### src/rtl/tml_pkg.sv
// Shared definitions for the texture memory loader.
// Item kind codes, status codes, store geometry and the placement structs.
// No dependencies.
package tml_pkg;

  localparam int STORE_BYTES = 4096;
  localparam int TILE_COUNT  = 8;
  localparam int BLOCK_LIMIT = 2048;
  localparam int WORD_BYTES  = 8;
  localparam int STORE_WORDS = STORE_BYTES / WORD_BYTES;
  localparam int WIDX_W      = $clog2(STORE_WORDS);
  localparam int TIDX_W      = $clog2(TILE_COUNT);

  // input item kinds
  localparam logic [2:0] K_SET_TILE     = 3'd0;
  localparam logic [2:0] K_SET_SIZE     = 3'd1;
  localparam logic [2:0] K_LOAD_TILE    = 3'd2;
  localparam logic [2:0] K_LOAD_BLOCK   = 3'd3;
  localparam logic [2:0] K_LOAD_PALETTE = 3'd4;
  localparam logic [2:0] K_SRC_DATA     = 3'd5;
  localparam logic [2:0] K_STORE_READ   = 3'd6;

  // result kinds
  localparam logic [1:0] R_READ_REQ = 2'd0;
  localparam logic [1:0] R_STORE    = 2'd1;
  localparam logic [1:0] R_FINISHED = 2'd2;

  // finish status
  localparam logic [1:0] S_LOADED  = 2'd0;
  localparam logic [1:0] S_INVALID = 2'd1;
  localparam logic [1:0] S_HALTED  = 2'd2;

  // register indexes
  localparam logic [1:0] REG_IMAGE_ADDRESS = 2'd0;
  localparam logic [1:0] REG_IMAGE_WIDTH   = 2'd1;
  localparam logic [1:0] REG_IMAGE_SIZE    = 2'd2;

  typedef struct packed {
    logic       palette;
    logic       wide;     // 32-bit or YUV: split banks
    logic       yuv;
    logic [1:0] tsize;
    logic [1:0] isize;
  } place_cfg_t;

  typedef struct packed {
    logic [WIDX_W-1:0]     idx;
    logic [WORD_BYTES-1:0] be;
    logic [63:0]           data;
  } ram_wr_t;

endpackage

### src/rtl/tml_place.sv
// Lane placement of one fetched source word into the texture store.
// Row XOR swizzle, split banks for 32-bit/YUV, palette lane copy. Uses tml_pkg.
module tml_place (
  input  tml_pkg::place_cfg_t cfg_i,
  input  logic [11:0]         x_i,
  input  logic [11:0]         base_i,
  input  logic                flip_i,
  input  logic                src_odd_i,
  input  logic                high_i,
  input  logic [63:0]         word_i,
  output tml_pkg::ram_wr_t    wr_o
);
  import tml_pkg::*;

  logic [19:0] xs;
  logic [11:0] pal_off;
  logic [11:0] pal_dst;
  logic [11:0] nar_dst;
  logic [10:0] wd;
  logic [10:0] aw;
  logic [31:0] h32;
  logic [7:0]  b [8];

  always_comb begin
    for (int k = 0; k < 8; k++) begin
      b[k] = word_i[8*k +: 8];
    end
  end

  assign xs = 20'(x_i) << cfg_i.tsize;

  always_comb begin
    case (cfg_i.isize)
      2'd1:    pal_off = {xs[10:0], 1'b0};
      2'd2:    pal_off = {xs[8:0], 3'b000};
      default: pal_off = {xs[10:2], 3'b000};
    endcase
  end

  assign pal_dst = base_i + pal_off;
  assign nar_dst = base_i + {xs[12:4], 3'b000};
  assign wd      = base_i[10:0] + (cfg_i.yuv ? x_i[10:0] : {x_i[9:0], 1'b0});
  assign aw      = wd ^ {8'b0, flip_i, 2'b00};

  always_comb begin
    if (high_i) begin
      h32 = cfg_i.yuv ? {b[7], b[5], b[3], b[1]} : {b[7], b[6], b[3], b[2]};
    end else begin
      h32 = cfg_i.yuv ? {b[6], b[4], b[2], b[0]} : {b[5], b[4], b[1], b[0]};
    end
  end

  always_comb begin
    if (cfg_i.palette) begin
      wr_o.idx  = pal_dst[11:3];
      wr_o.be   = '1;
      wr_o.data = src_odd_i ? word_i : {4{word_i[15:0]}};
    end else if (cfg_i.wide) begin
      wr_o.idx  = {high_i, aw[10:3]};
      wr_o.be   = aw[2] ? 8'hf0 : 8'h0f;
      wr_o.data = {h32, h32};
    end else begin
      wr_o.idx  = nar_dst[11:3];
      wr_o.be   = '1;
      wr_o.data = flip_i ? {word_i[31:0], word_i[63:32]} : word_i;
    end
  end

endmodule

### config.mk
export PLATFORM = sky130hd
export DESIGN_NAME = tml_place
export DESIGN_NICKNAME = d
export VERILOG_FILES = /design/src/rtl/tml_pkg.sv /design/src/rtl/tml_place.sv
export SDC_FILE = /design/constraint.sdc
export NUM_CORES = 1
export LEC_CHECK = 0
export ABC_AREA = 0
export BUFFER_PORTS_ARGS = -buffer_cell sky130_fd_sc_hd__buf_2
export CORE_MARGIN = 10
export CORE_UTILIZATION = 40
export DETAILED_ROUTE_END_ITERATION = 6
export GPL_TIMING_DRIVEN = 0
export PLACE_DENSITY = 0.67
export SYNTH_ARGS = -nofsm -noshare
export SYNTH_HDL_FRONTEND = slang
export SYNTH_SLANG_ARGS = --single-unit
### constraint.sdc
create_clock -name vclk -period 7.96
set_input_delay 1.99 -clock vclk [all_inputs]
set_output_delay 1.99 -clock vclk [all_outputs]
set_load 0.01 [all_outputs]
; Word level (Yosys, flattened, before mapping)
; Index checks and enable logic that the tools add are counted.
[word_totals]
register_bits = 0
in_bits = 98
out_inout_bits = 81
wordCells = 17
[op_classes]
addsub = 3
n_eq_ne = 2
shift = 1
n_mux = 10
bitwise = 1
[ops]
columns = op, n
row1 = $mux 81, 2
row2 = $mux 64, 2
row3 = $mux 32, 2
row4 = $add 12x12->12, 2
row5 = $mux 24, 1
row6 = $pmux 12 s2, 1
row7 = $shl 12x2->13, 1
row8 = $add 11x11->11, 1
row9 = $mux 11, 1
row10 = $xor 11x3->11, 1
row11 = $mux 8, 1
row12 = $eq 2x1->1 const B, 1
row13 = $eq 2x2->1 const B, 1

; Longest topological paths before layout
; Gate-level depths: netlist of the first run.
[depth]
word_depth = 6
ltp_mapped = 13
mapped_depth_nobuf = 12

; Worst setup path before layout of the first run
; Ideal clock, no wire load.
[synth_timing]
kind = input to output
start = input cfg_i[2] (netlist name)
end = output wr_o[78] (netlist name)
t_arrival_ps = 4698
required_ps = 5970
slack_ps = 1272
cell_stages = 10
n_path_buf = 1
cell_sequence = buf_1 -> mux4_2 -> ha_1 -> fa_1 -> a211oi_1 -> nor2_1 -> o21a_1 -> nor2_1 -> xor2_1 -> a222oi_1
[synth_rtl]
columns = element, line
row1 = "start, declared", tml_place.sv:4  ; input tml_pkg::place_cfg_t cfg_i,
row2 = "end, declared", tml_place.sv:11  ; output tml_pkg::ram_wr_t wr_o

==> run_results.csv, run 1 <==
group,metric,value,unit
status,outcome,"finished clean",
pwr,p_switching,285,uW
sta,hold-worst-slack,4380,ps
setup_path,cpMostUsedCell,"sky130_fd_sc_hd__buf_2",
detailed_routing,drt_iter0_markers,947,
synth,sequential_share_of_the_synthesized_area,0,%
setup_path,crit_path_capture_type,"output port",
setup_path,timing.critical_path.required,5970,ps
global_routing,grt_use_met2,38.8,%
detailed_routing,antenna_violating_nets_post_route,0,
synth,syn-mean-instance-area,6.56,um2
job,cap_viol_max_count,0,
pwr,power.share.combinational,100.0,%
global_routing,first_pass_grt_wire_length,33000,um
detailed_routing,totalWireLength,21200,um
sta,report.final.setup_viol,0,
finish,areaGrowthSynthToFinish,22.6,%
setup_path,slowest_stage,"sky130_fd_sc_hd__a211oi_1",
cts,total_of_cells_resized_after_clock_tree_synthesis,0,
global_routing,antenna_found_initial,1,
finish,count_of_flip_flops_and_latches,0,
detailed_routing,dr_total_vias,6331,
global_routing,grt.met3_usage,4.47,%
pwr,power_report.internal_total,199,uW
sta,timing.slew.headroom,42.1,%
finish,num-clock-buffers,0,
setup_path,criticalPathCategory,"input port to output port",
sta,final.period_utilization,92.3,%
global_routing,grt_start_max_net_pins,11,
placement,numPortBuffers,174,
synth,ys_top_cells_by_area,"sky130_fd_sc_hd__mux2i_1 20%, sky130_fd_sc_hd__a21oi_1 11%, sky130_fd_sc_hd__nand2_1 9.7%",
global_routing,globalRoute.totalOverflow,0,
floorplan,pin_count,179,
floorplan,std_cell_rows,39,
synth,ys_warn_count,0,
floorplan,floorplan.die_area,16300,um2
pwr,report.power.total,485,uW
sta,hold_violation_count_in_the_final_report,0,
finish,final_net_count,1016,
finish,layout-drive-gt1-share,23.0,%
synth,mappedNetlistArea,4650,um2
floorplan,fp.coreArea,11400,um2
detailed_routing,detail_route.vias_per_cell,6.16,
min_path,worstHoldPathType,"input port to output port",
sta,max_slew.worst_pin.slew,869,ps
global_routing,grt_pass1_vias,6020,
floorplan,die_h,128,um
placement,hpwl,16900,um
synth,synth_most_common_cell,"sky130_fd_sc_hd__nand2_1",
synth,netlist_top_cells_count,"120 x sky130_fd_sc_hd__nand2_1, 103 x sky130_fd_sc_hd__a21oi_1, 91 x sky130_fd_sc_hd__mux2i_1",
sta,clock.fmax,136,MHz
pwr,static-leakage-power,2.70,nW
setup_path,worst_ep_arrival_time,5360,ps
pwr,power.density,85.0,nW/um2
finish,postLayoutCellArea,5700,um2
pwr,irDropWorstVdd,54.0,uV
synth,synth_fp_nets,840,
floorplan,initial_core_util,40.7,%
setup_path,slowest_delay,510,ps
floorplan,floorplan.die.width,128,um
finish,layout.area.seq,0,um2
pwr,power.share.clock,0,%
setup_path,worstPathMaxFanout,10,
detailed_routing,post-route-drc-count,0,
finish,layout.cells.non_filler,1027,
min_path,hold_path.startpoint,"word_i[51]",
cts,ctsHoldBuffers,0,
pwr,power_frac_seq,0,%
sta,period_minus_slack,7350,ps
setup_path,timing.critical_path.cells,"buf_2 > buf_2 > clkbuf_1 > mux2_1 > ha_1 > o21ai_1 > a211oi_1 > o21a_1 > a31oi_1 > xor2_1 > a222oi_1 > buf_2",
synth,yosys.area.top_type_share,19.6,%
global_routing,use_met1,31.9,%
cts,buffer_count_from_post_cts_setup_fixing,0,
sta,totalNegativeSetupSlack,0,ps
global_routing,gr-usage-all-layers,24.0,%
synth,yosys.cell_types.count,52,
synth,synth_area_leader_cell,"sky130_fd_sc_hd__mux2i_1",
min_path,min_delay_path_depth,4,
pwr,power_switching_share,58.9,%
detailed_routing,routed_wire_length_per_instance,20.7,um
placement,placed_cell_area,5700,um2
detailed_routing,drt_pass1_iterations,5,
synth,netlist_instances,709,
sta,final-max-slew-violation-count,0,
min_path,worst_hold_path.endpoint,"wr_o[51]",
sta,grt_setup_unrepaired,"false",
placement,place_inst,1026,
placement,place.gp.congestion,0.986,
setup_path,crit_path_start_kind,"input port",
global_routing,layer_with_the_highest_usage_after_global_routing,"met2",
## cell usage in the layout, fill, tap and decap left out, types with 5 or more instances in the layout
cell	instances
sky130_fd_sc_hd__nor3_1	8
sky130_fd_sc_hd__nand2b_1	12
sky130_fd_sc_hd__a211oi_1	22
sky130_fd_sc_hd__nor2b_1	10
sky130_fd_sc_hd__mux2i_1	91
sky130_fd_sc_hd__a31oi_1	29
sky130_fd_sc_hd__xor2_1	10
sky130_fd_sc_hd__inv_1	14
sky130_fd_sc_hd__o221a_1	16
sky130_fd_sc_hd__ha_1	32
sky130_fd_sc_hd__xnor2_1	12
sky130_fd_sc_hd__o22ai_1	23
sky130_fd_sc_hd__clkbuf_1	36
sky130_fd_sc_hd__o21a_1	6
sky130_fd_sc_hd__nor2_1	37
sky130_fd_sc_hd__buf_1	11
sky130_fd_sc_hd__o21ai_0	5
sky130_fd_sc_hd__mux2_2	5
sky130_fd_sc_hd__mux2_1	17
sky130_fd_sc_hd__nand2_1	120
sky130_fd_sc_hd__o21ai_1	28
sky130_fd_sc_hd__a21o_1	8
sky130_fd_sc_hd__buf_4	6
sky130_fd_sc_hd__a21oi_1	103
sky130_fd_sc_hd__buf_2	184
## power by group through the flow
stage	clock network [mW]	registers, mW	logic (mW)
after floorplan	0	0	0.308
after global placement	0	0	0.474
after detailed placement	0	0	0.474
after CTS	0	0	0.477
after global routing	0.0000000168	0	0.531
final	0.0000000168	0	0.485
## cells by family (layout without fill, tap and decap cells)
family,after synthesis,count (layout),synth area share (%)
AOI/OAI and AO/OA,259,259,35.4
xor gates and xnor gates,22,22,4.14
adders and majority gates,33,33,9.04
buffers and inverters,79,253,7.13
muxes,114,114,25.4
other,0,1,0
and+or+nand+nor,202,202,18.9
## final cells by class
class | instances | area (um2)
diodes | 1 | 2.50
fillers | 1249 | 5720
plain buffers | 63 | 272
multi-input cells | 630 | 4320
repair buffers | 174 | 871
inverters | 16 | 60.1
well taps | 143 | 179
## worst max-delay path, delay by kind of cell
family / cells / cell delay, ps
buffers and inverters: 4 / 1290
AO/OA/AOI/OAI: 5 / 1210
multiplexers: 1 / 380
adder cells (fa/ha/maj): 1 / 330
XOR/XNOR: 1 / 150
## per-layer routing
metal	up-vias	routed length (um)
li1	2984	-
met1	2880	8660
met2	412	9570
met3	55	2310
met4	0	689
met5	-	0
## through the flow
step,setup WS (ps),util (%)
6_report,612,49.9
5_1_grt,339,49.9
4_1_cts,674,49.9
3_5_place_dp,690,49.9
3_3_place_gp,666,49.9
2_1_floorplan,1270,-
## how the worst max path moves through the flow
| stage | start | endpoint | slack [ps] |
|---|---|---|---|
| after global placement | cfg_i[4] | wr_o[78] | 670 |
| after CTS | cfg_i[4] | wr_o[78] | 670 |
| final | cfg_i[4] | wr_o[78] | 610 |
| after floorplan | cfg_i[2] | wr_o[78] | 1270 |
| after global routing | cfg_i[4] | wr_o[78] | 340 |
| after detailed placement | cfg_i[4] | wr_o[78] | 690 |
Power figures use the tool's default switching activity.
==> inputs of run 2 (changes only) <==
--- a/config.mk
+++ b/config.mk
@@ -12,5 +12,6 @@
 export DETAILED_ROUTE_END_ITERATION = 6
 export GPL_TIMING_DRIVEN = 0
-export PLACE_DENSITY = 0.67
+export PLACE_DENSITY_LB_ADDON = 0.3
+export SKIP_LAST_GASP = 1
 export SYNTH_ARGS = -nofsm -noshare
 export SYNTH_HDL_FRONTEND = slang
==> constraint.sdc (replaced) <==
create_clock -name vclk -period 7.96
set_input_delay 1.592 -clock vclk [all_inputs]
set_output_delay 1.592 -clock vclk [all_outputs]
set_load 0.01 [all_outputs]
==> run 2 against run 1 <==
Core utilization barely moved. Worst setup slack improved by 860 ps. Final cell count barely moved. Critical endpoint unchanged.
==> run_results.csv, run 2 (synthesized netlist as in run 1, its figures left out) <==
group,metric,value,unit
status,outcome,"finished clean",
detailed_routing,post-route-drc-count,0,
setup_path,timing.critical_path.cells,"buf_2 > buf_2 > clkbuf_1 > mux2_1 > ha_1 > o21ai_1 > a211oi_1 > o21a_1 > a31oi_1 > xor2_1 > a222oi_1 > buf_2",
global_routing,grt_pass1_vias,6038,
finish,postLayoutCellArea,5710,um2
sta,final-max-slew-violation-count,0,
floorplan,initial_core_util,40.7,%
sta,totalNegativeSetupSlack,0,ps
job,cap_viol_max_count,0,
setup_path,crit_buf_inv,4,
finish,areaGrowthSynthToFinish,22.7,%
pwr,power_report.internal_total,199,uW
finish,multi_input_comb_area,4320,um2
setup_path,slowest_stage,"sky130_fd_sc_hd__clkbuf_1",
pwr,irDropWorstVdd,48.0,uV
finish,count_of_flip_flops_and_latches,0,
setup_path,timing.critical_path.depth,12,
min_path,worstHoldPathType,"input port to output port",
setup_path,timing.critical_path.from,"cfg_i[4]",
finish,final_net_count,1016,
detailed_routing,routed_wire_length_per_instance,20.8,um
floorplan,pin_count,179,
min_path,hold_path.startpoint,"word_i[51]",
pwr,static-leakage-power,2.70,nW
detailed_routing,antenna_violating_nets_post_route,0,
setup_path,timing.critical_path.required,6370,ps
sta,timing.slew.headroom,45.1,%
sta,clock.fmax,154,MHz
setup_path,crit_path_start_kind,"input port",
placement,hpwl,16700,um
sta,hold_violation_count_in_the_final_report,0,
placement,place.gp.congestion,1.00,
pwr,power.density,85.0,nW/um2
floorplan,fp.coreArea,11400,um2
global_routing,grt_start_max_net_pins,11,
global_routing,gr-usage-all-layers,23.7,%
cts,buffer_count_from_post_cts_setup_fixing,0,
global_routing,antenna_found_initial,2,
cts,total_of_cells_resized_after_clock_tree_synthesis,0,
floorplan,die_h,128,um
finish,mostFrequentLayoutCells,"184 x sky130_fd_sc_hd__buf_2, 120 x sky130_fd_sc_hd__nand2_1, 103 x sky130_fd_sc_hd__a21oi_1",
global_routing,first_pass_grt_wire_length,32300,um
finish,layout-drive-gt1-share,23.0,%
detailed_routing,dr_total_vias,6378,
detailed_routing,drt_pass1_iterations,6,
pwr,power_switching_share,59.0,%
detailed_routing,drt_iter0_markers,867,
setup_path,path_delay_family,"buffers and inverters",
setup_path,criticalPathCategory,"input port to output port",
finish,num-clock-buffers,0,
placement,placed_cell_area,5700,um2
detailed_routing,totalWireLength,21400,um
setup_path,slowest_delay,460,ps
floorplan,floorplan.die.width,128,um
setup_path,cpMostUsedCell,"sky130_fd_sc_hd__buf_2",
finish,most_common_library_cell_in_the_layout_ignoring_fill_and_taps,"sky130_fd_sc_hd__buf_2",
finish,layout.area.seq,0,um2
sta,max_slew.worst_pin.slew,823,ps
setup_path,worst_ep_arrival_time,4900,ps
finish,fillCellCount,1236,
pwr,power.share.clock,0,%
sta,final.period_utilization,81.5,%
detailed_routing,detail_route.vias_per_cell,6.20,
pwr,power.share.combinational,100.0,%
sta,grt_setup_unrepaired,"false",
floorplan,floorplan.die_area,16300,um2
pwr,power_frac_seq,0,%
sta,period_minus_slack,6490,ps
setup_path,crit_path_capture_type,"output port",
pwr,p_switching,286,uW
global_routing,globalRoute.totalOverflow,0,
min_path,min_delay_path_depth,4,
cts,ctsHoldBuffers,0,
floorplan,std_cell_rows,39,
setup_path,worstPathMaxFanout,10,
placement,numPortBuffers,174,
sta,report.final.setup_viol,0,
## run 2: cell types whose count changed in the layout (fill, tap and decap cells not counted)
| cell | before | now |
|---|---|---|
| sky130_fd_sc_hd__diode_2 | 1 | 2 |
## run 2: power by group through the flow
| stage | registers [mW] | logic [mW] | clock network, mW |
|---|---|---|---|
| floorplan | 0 | 0.308 | 0 |
| global placement | 0 | 0.473 | 0 |
| detailed placement | 0 | 0.475 | 0 |
| CTS | 0 | 0.477 | 0 |
| global route | 0 | 0.530 | 0.0000000336 |
| finish | 0 | 0.485 | 0.0000000337 |
## run 2: metal layers
metal	wire, um	share of wire, %	global-route usage, %
met4	619	2.9	7.81
met1	8750	41	31.8
met5	0	0	0
met2	9420	44	36.4
met3	2560	12	5.42
## run 2: path summary, 6_finish.rpt
check / to / slack [ps]
max: wr_o[78] / 1470
min: wr_o[51] / 3590
## run 2: through the flow
stage                     hold WS, ps  total power [mW]  setup slack, ps  utilization, %  cells
final                            3590             0.485             1470            50.0   1028
after global routing             3610             0.530             1180            50.0   1028
after CTS                        3580             0.477             1470            49.9   1026
after global placement           3580             0.473             1480            49.9   1026
after detailed placement         3580             0.475             1480            49.9   1026
after floorplan                  3340             0.308             2070               -    709
## run 2: final cells by class
type                            instances  area share [%]
Buffer                                 63            4.76
Timing Repair Buffer                  174            15.3
Tap cell                              143            3.14
Antenna cell                            2          0.0877
Multi-Input combinational cell        630            75.7
Inverter                               16            1.05
